File: src/hdl/lnw_pkg.sv
package lnw_pkg;

  // Command and character bytes
  localparam logic [7:0] CmdHome   = 8'h02;
  localparam logic [7:0] CmdLine1  = 8'h80;
  localparam logic [7:0] CmdLine2  = 8'hC0;
  localparam logic [7:0] CharZero  = 8'h30;
  localparam logic [7:0] CharPoint = 8'h2E;

  // Largest value shown; anything above saturates to it
  localparam logic [13:0] ValueCap = 14'd9999;

  // Line codes in the high nibble of place_code
  localparam logic [3:0] LineFirst  = 4'd1;
  localparam logic [3:0] LineSecond = 4'd2;

  // Format codes
  localparam logic [3:0] FmtInt4       = 4'd0;  // dddd
  localparam logic [3:0] FmtFrac1      = 4'd1;  // ddd.d
  localparam logic [3:0] FmtFrac2      = 4'd2;  // dd.dd
  localparam logic [3:0] FmtFrac3      = 4'd3;  // d.ddd
  localparam logic [3:0] FmtInt2       = 4'd4;  // dd
  localparam logic [3:0] FmtFrac1Short = 4'd5;  // d.d
  localparam logic [3:0] FmtInt1       = 4'd6;  // d
  localparam logic [3:0] FmtPoint      = 4'd7;  // lone point
  localparam logic [3:0] FmtNone       = 4'd8;  // commands only

  // Queue between front and back
  localparam int QDepth = 2;
  localparam int QPtrW  = $clog2(QDepth);
  localparam int QCntW  = $clog2(QDepth + 1);

  typedef enum logic [1:0] {
    POS_NONE,
    POS_LINE1,
    POS_LINE2
  } lnw_pos_t;

  // One classified request as held in the queue
  typedef struct packed {
    logic [3:0][3:0] digits;  // index 0 = thousands, 3 = units
    lnw_pos_t        pos;
    logic [3:0]      col;
    logic [3:0]      fmt;     // clamped to FmtNone
  } lnw_item_t;

  // One character slot of a layout
  typedef struct packed {
    logic       is_point;
    logic [1:0] digit_sel;
  } lnw_char_t;

  typedef struct packed {
    logic full;
    logic empty;
  } lnw_q_stat_t;

  // Number of characters a format produces
  function automatic logic [2:0] lnw_char_count(input logic [3:0] fmt);
    logic [2:0] n;
    case (fmt)
      FmtInt4:       n = 3'd4;
      FmtFrac1:      n = 3'd5;
      FmtFrac2:      n = 3'd5;
      FmtFrac3:      n = 3'd5;
      FmtInt2:       n = 3'd2;
      FmtFrac1Short: n = 3'd3;
      FmtInt1:       n = 3'd1;
      FmtPoint:      n = 3'd1;
      default:       n = 3'd0;
    endcase
    return n;
  endfunction

  // Character j of a format's layout
  function automatic lnw_char_t lnw_char_at(input logic [3:0] fmt, input logic [2:0] j);
    lnw_char_t c;
    c.is_point  = 1'b0;
    c.digit_sel = 2'd0;
    case (fmt)
      FmtInt4: c.digit_sel = j[1:0];
      FmtFrac1: begin
        if (j == 3'd3) c.is_point = 1'b1;
        else if (j == 3'd4) c.digit_sel = 2'd3;
        else c.digit_sel = j[1:0];
      end
      FmtFrac2: begin
        if (j == 3'd2) c.is_point = 1'b1;
        else if (j > 3'd2) c.digit_sel = 2'(j - 3'd1);
        else c.digit_sel = j[1:0];
      end
      FmtFrac3: begin
        if (j == 3'd1) c.is_point = 1'b1;
        else if (j > 3'd1) c.digit_sel = 2'(j - 3'd1);
        else c.digit_sel = 2'd0;
      end
      FmtInt2: c.digit_sel = (j == 3'd0) ? 2'd2 : 2'd3;
      FmtFrac1Short: begin
        if (j == 3'd1) c.is_point = 1'b1;
        else c.digit_sel = (j == 3'd0) ? 2'd2 : 2'd3;
      end
      FmtInt1:  c.digit_sel = 2'd3;
      FmtPoint: c.is_point = 1'b1;
      default:  c.digit_sel = 2'd0;
    endcase
    return c;
  endfunction

endpackage

File: src/hdl/lnw_if.sv
// Request channel: one number to display
interface lnw_in_if;
  logic        valid;
  logic        ready;
  logic [15:0] value;
  logic [7:0]  place_code;
  logic [3:0]  format;

  modport source (output valid, output value, output place_code, output format,
                  input ready);
  modport sink (input valid, input value, input place_code, input format,
                output ready);
endinterface

// Nibble channel towards the display
interface lnw_out_if;
  logic       valid;
  logic       ready;
  logic       register_select;
  logic [3:0] nibble;
  logic       last_of_run;

  modport source (output valid, output register_select, output nibble,
                  output last_of_run, input ready);
  modport sink (input valid, input register_select, input nibble,
                input last_of_run, output ready);
endinterface

File: src/hdl/lnw_front.sv
module lnw_front (
  input  logic              clk,
  input  logic              rst,
  lnw_in_if.sink            req,
  output lnw_pkg::lnw_item_t push_item,
  output logic              push_valid,
  input  logic              push_ready
);
  import lnw_pkg::*;

  logic        s1_valid;
  logic [3:0]  s1_thou;
  logic [9:0]  s1_rem;
  logic [7:0]  s1_place;
  logic [3:0]  s1_fmt;

  logic [13:0] v_sat;
  logic [3:0]  thou;
  logic [13:0] thou_base;
  logic [3:0]  hund;
  logic [9:0]  hund_base;
  logic [6:0]  rem2;
  logic [3:0]  tens;
  logic [6:0]  tens_base;
  logic [3:0]  units;
  logic [3:0]  line;

  // Saturate and take off the thousands digit
  always_comb begin
    v_sat     = (req.value > 16'(ValueCap)) ? ValueCap : req.value[13:0];
    thou      = 4'd0;
    thou_base = 14'd0;
    for (int k = 1; k < 10; k++) begin
      if (v_sat >= 14'(k * 1000)) begin
        thou      = 4'(k);
        thou_base = 14'(k * 1000);
      end
    end
  end

  assign req.ready = !s1_valid || push_ready;

  always_ff @(posedge clk) begin
    if (rst) begin
      s1_valid <= 1'b0;
    end else if (req.ready) begin
      s1_valid <= req.valid;
    end
    if (req.valid && req.ready) begin
      s1_thou  <= thou;
      s1_rem   <= 10'(v_sat - thou_base);
      s1_place <= req.place_code;
      s1_fmt   <= req.format;
    end
  end

  // Hundreds, tens and units from the remainder
  always_comb begin
    hund      = 4'd0;
    hund_base = 10'd0;
    for (int k = 1; k < 10; k++) begin
      if (s1_rem >= 10'(k * 100)) begin
        hund      = 4'(k);
        hund_base = 10'(k * 100);
      end
    end
    rem2      = 7'(s1_rem - hund_base);
    tens      = 4'd0;
    tens_base = 7'd0;
    for (int k = 1; k < 10; k++) begin
      if (rem2 >= 7'(k * 10)) begin
        tens      = 4'(k);
        tens_base = 7'(k * 10);
      end
    end
    units = 4'(rem2 - tens_base);
  end

  // Classify place and format
  assign line = s1_place[7:4];

  always_comb begin
    push_item.digits[0] = s1_thou;
    push_item.digits[1] = hund;
    push_item.digits[2] = tens;
    push_item.digits[3] = units;
    push_item.col       = s1_place[3:0];
    push_item.fmt       = (s1_fmt > FmtNone) ? FmtNone : s1_fmt;
    if (line == LineFirst) push_item.pos = POS_LINE1;
    else if (line == LineSecond) push_item.pos = POS_LINE2;
    else push_item.pos = POS_NONE;
  end

  assign push_valid = s1_valid;

endmodule

File: src/hdl/lnw_queue.sv
module lnw_queue (
  input  logic               clk,
  input  logic               rst,
  input  lnw_pkg::lnw_item_t push_item,
  input  logic               push_valid,
  output logic               push_ready,
  output lnw_pkg::lnw_item_t head_item,
  output logic               head_valid,
  input  logic               pop,
  output lnw_pkg::lnw_q_stat_t stat
);
  import lnw_pkg::*;

  lnw_item_t        slots [QDepth];
  logic [QPtrW-1:0] wr_ptr;
  logic [QPtrW-1:0] rd_ptr;
  logic [QCntW-1:0] count;
  logic             do_push;
  logic             do_pop;

  assign stat.full  = (count == QCntW'(QDepth));
  assign stat.empty = (count == '0);
  assign push_ready = !stat.full;
  assign head_valid = !stat.empty;
  assign head_item  = slots[rd_ptr];
  assign do_push    = push_valid && push_ready;
  assign do_pop     = pop && head_valid;

  always_ff @(posedge clk) begin
    if (rst) begin
      wr_ptr <= '0;
      rd_ptr <= '0;
      count  <= '0;
    end else begin
      if (do_push) wr_ptr <= wr_ptr + 1'b1;
      if (do_pop) rd_ptr <= rd_ptr + 1'b1;
      if (do_push && !do_pop) count <= count + 1'b1;
      else if (do_pop && !do_push) count <= count - 1'b1;
    end
    if (do_push) slots[wr_ptr] <= push_item;
  end

endmodule

File: src/hdl/lnw_back.sv
module lnw_back (
  input  logic               clk,
  input  logic               rst,
  input  lnw_pkg::lnw_item_t head_item,
  input  logic               head_valid,
  output logic               pop,
  lnw_out_if.source          rsp
);
  import lnw_pkg::*;

  logic [2:0] byte_idx;
  logic       half;
  logic       out_valid;
  logic       out_rs;
  logic [3:0] out_nibble;
  logic       out_last;

  logic       has_pos;
  logic [2:0] last_idx;
  logic [2:0] char_j;
  lnw_char_t  ch;
  logic [7:0] cur_byte;
  logic       cur_rs;
  logic       cur_last;
  logic       adv;

  // Byte currently being sent for the head word
  always_comb begin
    has_pos  = (head_item.pos != POS_NONE);
    last_idx = {2'b00, has_pos} + lnw_char_count(head_item.fmt);
    char_j   = byte_idx - 3'd1 - {2'b00, has_pos};
    ch       = lnw_char_at(head_item.fmt, char_j);
    if (byte_idx == 3'd0) begin
      cur_byte = CmdHome;
      cur_rs   = 1'b0;
    end else if (has_pos && byte_idx == 3'd1) begin
      cur_byte = ((head_item.pos == POS_LINE1) ? CmdLine1 : CmdLine2)
                 | {4'h0, head_item.col};
      cur_rs   = 1'b0;
    end else if (ch.is_point) begin
      cur_byte = CharPoint;
      cur_rs   = 1'b1;
    end else begin
      cur_byte = CharZero | {4'h0, head_item.digits[ch.digit_sel]};
      cur_rs   = 1'b1;
    end
    cur_last = half && (byte_idx == last_idx);
  end

  assign adv = head_valid && (!out_valid || rsp.ready);
  assign pop = adv && cur_last;

  // Nibble sequencer and output register
  always_ff @(posedge clk) begin
    if (rst) begin
      out_valid <= 1'b0;
      byte_idx  <= 3'd0;
      half      <= 1'b0;
    end else if (adv) begin
      out_valid <= 1'b1;
      if (cur_last) begin
        byte_idx <= 3'd0;
        half     <= 1'b0;
      end else if (half) begin
        byte_idx <= byte_idx + 3'd1;
        half     <= 1'b0;
      end else begin
        half <= 1'b1;
      end
    end else if (rsp.ready) begin
      out_valid <= 1'b0;
    end
    if (adv) begin
      out_rs     <= cur_rs;
      out_nibble <= half ? cur_byte[3:0] : cur_byte[7:4];
      out_last   <= cur_last;
    end
  end

  assign rsp.valid           = out_valid;
  assign rsp.register_select = out_rs;
  assign rsp.nibble          = out_nibble;
  assign rsp.last_of_run     = out_last;

endmodule

File: src/hdl/lcd_number_nibble_writer.sv
// Number-to-nibble writer for a character display in 4-bit mode.
// req takes one word per number: value, place_code (line code in the high
// nibble, column in the low nibble) and format. rsp gives one nibble per
// word: the home command, an optional position command, then the ASCII
// characters, each byte high nibble first; last_of_run marks the final one.
// Both channels use valid/ready; a word moves when both are high.
// After a request is accepted it passes through the digit stage register
// and the queue into the sequencer's output register, where its first
// nibble appears.
// The output gives one nibble per cycle while rsp.ready is high and a word
// is queued; a request yields 2 to 14 nibbles (2 + 2 for a position + 2 per
// character), and the single nibble sequencer sets the rate. A two-entry queue
// sits between the digit front end and the sequencer, so new requests are
// taken while a run is still going out.
// Reset (rst, synchronous) empties the pipeline and queue; outside reset no
// accepted request is lost. When rsp.ready is low the current nibble holds,
// the queue fills, and req.ready drops once the front stage and queue are full.
module lcd_number_nibble_writer (
  input logic       clk,
  input logic       rst,
  lnw_in_if.sink    req,
  lnw_out_if.source rsp
);
  import lnw_pkg::*;

  lnw_item_t   push_item;
  logic        push_valid;
  logic        push_ready;
  lnw_item_t   head_item;
  logic        head_valid;
  logic        pop;
  lnw_q_stat_t q_stat;

  lnw_front u_front (
    .clk        (clk),
    .rst        (rst),
    .req        (req),
    .push_item  (push_item),
    .push_valid (push_valid),
    .push_ready (push_ready)
  );

  lnw_queue u_queue (
    .clk        (clk),
    .rst        (rst),
    .push_item  (push_item),
    .push_valid (push_valid),
    .push_ready (push_ready),
    .head_item  (head_item),
    .head_valid (head_valid),
    .pop        (pop),
    .stat       (q_stat)
  );

  lnw_back u_back (
    .clk        (clk),
    .rst        (rst),
    .head_item  (head_item),
    .head_valid (head_valid),
    .pop        (pop),
    .rsp        (rsp)
  );

  // Queue status is never both full and empty
  a_q_stat: assert property (@(posedge clk) disable iff (rst)
    !(q_stat.full && q_stat.empty))
    else $error("queue reports full and empty together");

  // The sequencer only retires a word that the queue holds
  a_pop_held: assert property (@(posedge clk) disable iff (rst)
    pop |-> !q_stat.empty)
    else $error("pop from empty queue");

  // Retiring a word puts its final nibble on the output
  a_pop_last: assert property (@(posedge clk) disable iff (rst)
    pop |=> rsp.valid && rsp.last_of_run)
    else $error("retired word without final nibble");

endmodule
File: src/flat_wrapper.sv
// flat-port wrapper written by rule: the top's interface ports become plain ports
module lcd_number_nibble_writer_flat import lnw_pkg::*;
  (clk, rst, req_valid, req_value, req_place_code, req_format, req_ready, rsp_valid, rsp_register_select, rsp_nibble, rsp_last_of_run, rsp_ready);
  lnw_in_if req_i ();
  lnw_out_if rsp_i ();
  input logic clk;
  input logic rst;
  input wire logic [$bits(req_i.valid)-1:0] req_valid;
  input wire logic [$bits(req_i.value)-1:0] req_value;
  input wire logic [$bits(req_i.place_code)-1:0] req_place_code;
  input wire logic [$bits(req_i.format)-1:0] req_format;
  output wire logic [$bits(req_i.ready)-1:0] req_ready;
  output wire logic [$bits(rsp_i.valid)-1:0] rsp_valid;
  output wire logic [$bits(rsp_i.register_select)-1:0] rsp_register_select;
  output wire logic [$bits(rsp_i.nibble)-1:0] rsp_nibble;
  output wire logic [$bits(rsp_i.last_of_run)-1:0] rsp_last_of_run;
  input wire logic [$bits(rsp_i.ready)-1:0] rsp_ready;
  assign req_i.valid = req_valid;
  assign req_i.value = req_value;
  assign req_i.place_code = req_place_code;
  assign req_i.format = req_format;
  assign req_ready = req_i.ready;
  assign rsp_valid = rsp_i.valid;
  assign rsp_register_select = rsp_i.register_select;
  assign rsp_nibble = rsp_i.nibble;
  assign rsp_last_of_run = rsp_i.last_of_run;
  assign rsp_i.ready = rsp_ready;
  lcd_number_nibble_writer u_core (.clk(clk), .rst(rst), .req(req_i), .rsp(rsp_i));
endmodule
File: config.mk
export PLATFORM = sky130hd
export DESIGN_NAME = lcd_number_nibble_writer_flat
export DESIGN_NICKNAME = d
export VERILOG_FILES = /design/src/hdl/lnw_pkg.sv /design/src/hdl/lnw_if.sv /design/src/hdl/lnw_front.sv /design/src/hdl/lnw_queue.sv /design/src/hdl/lnw_back.sv /design/src/hdl/lcd_number_nibble_writer.sv /design/src/flat_wrapper.sv
export SDC_FILE = /design/constraint.sdc
export NUM_CORES = 1
export LEC_CHECK = 0
export BUFFER_PORTS_ARGS = -buffer_cell sky130_fd_sc_hd__buf_2
export CAP_MARGIN = 40
export CORE_UTILIZATION = 51
export DETAILED_ROUTE_END_ITERATION = 7
export GPL_ROUTABILITY_DRIVEN = 1
export GPL_TIMING_DRIVEN = 0
export MAX_ROUTING_LAYER = met4
export PLACE_DENSITY = 0.69
export SETUP_SLACK_MARGIN = 0.5
export SLEW_MARGIN = 10
export SYNTH_ARGS = -nofsm -noshare
export SYNTH_HDL_FRONTEND = slang
export SYNTH_SLANG_ARGS = --single-unit
File: constraint.sdc
create_clock -name clk -period 11.9 [get_ports clk]
set_clock_uncertainty 0.2 [all_clocks]
set_input_delay 0.595 -clock clk [delete_from_list [all_inputs] [get_ports clk]]
set_output_delay 0.595 -clock clk [all_outputs]
set_load 0.01 [all_outputs]
==> results.yml <==
status:
  run_status: "complete, no violations"
grt:
  antenna_found_initial: 0
  grtUsageTotal: 0.207
  first_global_vias: 3682
  grt_pass1_wl_um: 17600
  grt_start_max_net_pins: 27
  overflow: 0
place:
  dpl.hpwl_um: 7840
  io_buffers: 35
  place_congestion: 0.929
  place_area_um2: 5840
  place_ws_ps: 6340
  dp_cells: 657
critical_path:
  cp_max_fo: 8
  crit_type: "reg -> reg"
  cp.required_ps: 11930
  slowest_stage: "a222oi_1"
  setup.worst_path.start_class: "flip-flop"
  cp-end-kind: "flip-flop"
  cp.arrival_ps: 5630
  max_stage_delay_ps: 750
  cpMostUsedCell: "a21oi_1"
  path_cells: "or3_1 -> a31oi_1 -> o21ai_0 -> a21oi_1 -> o32ai_1 -> o21ai_0 -> ha_1 -> inv_1 -> fa_1 -> a21o_1 -> a21oi_1 -> xnor2_1 -> xor2_1 -> a21oi_1 -> o22ai_1 -> a222oi_1 -> ha_1 -> fa_1 -> inv_1"
layout:
  syn_to_final_growth_pct: 10.6
  nNetsFinal: 590
  diodes: 0
  fin_area_um2: 6040
  drive_gt1_frac: 0.158
  stdcell_count: 673
  utilization: 0.582
cts:
  clockBufferDepth: 2
  ctsResizeCount: 0
  post_cts_buffers: 0
  cts.sinks: 95
  cts_tree: "done"
  clock-root-buffer: "clkbuf_8"
  htree_levels: 3
  numCtsBuffers: 9
  clk_latency_ps: 360
  clk_pin_slew_ps: 100
  postCtsHoldBufs: 0
yosys:
  synth.avg_cell_area_um2: 11.3
  async_flop_share: 0
  syn_area_um2: 5460
  ys_seq_area_frac: 0.503
  netlist-cell-type-count: 68
  syn-instance-count: 484
  ys_warn_count: 0
  ys.flop_type: "edfxtp_1"
  yosysTopAreaCellShare: 0.462
  ys_top_cells_by_count: "edfxtp_1, a21oi_1, nor2_1"
  synth_largest_area_cell: "edfxtp_1"
  synth-edff-count: 84
  yosysMostFrequentCell: "edfxtp_1"
  syn_nets: 542
  synth_area_leaders: "edfxtp_1, ha_1, dfxtp_1"
  synth-seq-cells: 95
sta:
  tightest_slew_ps: 794
  relSlewSlack: 0.471
  setup_violations: 0
  rsz0062_at_grt: "false"
  fmax_ghz: 0.179
  fin_crit_ps: 5600
  period_share: 0.471
  final_hold_viol_count: 0
  finalSetupTns_ps: 0
  holdWs_ps: 189
  setup_slack_ps: 6300
  slew_viol_final: 0
route:
  routed_wl_um: 10500
  vias: 3876
  ant_nets: 0
  drt_iter0_markers: 305
  via_per_inst: 5.76
  drc: 0
  dr.pass1.iters: 5
  wl_per_cell_um: 15.7
floorplanning:
  ios: 40
  die_h_um: 105
  core-area_um2: 10400
  die_x_um: 105
  dieArea_um2: 11100
  start_util: 0.526
  fp-row-count: 37
power:
  powerDensity_nw_per_um2: 145
  p_leak_nw: 2.23
  power_uw: 876
  max-vdd-ir-drop_uv: 66.0
run:
  cap_violations: 0
worst_hold_path:
  min_path_type: "in -> reg"
==> worst max-delay path, delay by kind of cell, from the launching register on <==
family          cells  cell delay [ps]
fa+ha+maj           4             1380
xor+xnor            2              480
buf+inv             2              140
flops               1              540
compound gates     10             2330
simple gates        1              410
==> placed cells by master (no fill, tap or decap), drive strengths merged, types with 11 or more instances in the layout <==
master   n
edfxtp  84
buf     48
a21oi   37
nor2    35
inv     31
nand2   29
ha      23
o21ai   23
clkbuf  22
mux2i   19
nand3   15
nor2b   14
xnor2   14
dfxtp   11
==> where the power goes <==
group | switching, mW | leakage, nW | internal (mW)
clock | 0.116 | 0.102 | 0.0922
combinational | 0.146 | 1.26 | 0.0978
sequential | 0.0144 | 0.867 | 0.410
==> path summary, 6_finish.rpt <==
kind / start / endpoint / slack, ps / cells past startpoint
worst max-delay path: u_core.u_front.s1_rem[3] / u_core.u_queue.slots[0][24] / 6300 / 19
worst min-delay path: rst / u_core.u_front.push_valid / 190 / 2
worst max register to register: u_core.u_front.s1_rem[3] / u_core.u_queue.slots[0][24] / 6300 / 19
worst min register to register: u_core.u_front.s1_place[1] / u_core.u_queue.slots[1][5] / 250 / 0
==> flip-flops by register name, indices dropped and copies added (netlist names), 2 cells and up, named ones only <==
| name | flops |
|---|---|
| u_core.u_front.s1_place | 8 |
| u_core.u_back.byte_idx | 3 |
| u_core.u_queue.slots | 52 |
| u_core.u_queue.count | 2 |
| u_core.u_front.s1_rem | 10 |
| u_core.u_front.s1_thou | 4 |
| u_core.u_front.s1_fmt | 4 |
| u_core.u_back.rsp.nibble | 4 |
==> kinds of logic after synthesis <==
family,after synthesis,synth area share
compound gates,118,0.148
xor+xnor,23,0.0397
fa+ha+maj,26,0.0637
buf+inv,49,0.0429
flops,95,0.503
mux,27,0.0624
simple gates,146,0.141
==> cell type report <==
class	count	area [um2]
fillers	897	4330
flip-flops and latches	95	2740
multi-input cells	340	2490
repair buffers	37	205
well taps	136	170
clock buffers	11	153
plain buffers	22	133
inverters	27	101
clock inverters	5	42.5
==> routing by layer <==
layer  part of all wire  track usage  vias to the layer above
li1                   -            -                     1909
met3              0.044       0.0340                       18
met1               0.46        0.279                     1819
met4              0.016       0.0734                        0
met5                  0            -                        -
met2               0.48        0.320                      130
Note: power is estimated with default switching activity, not from simulation.
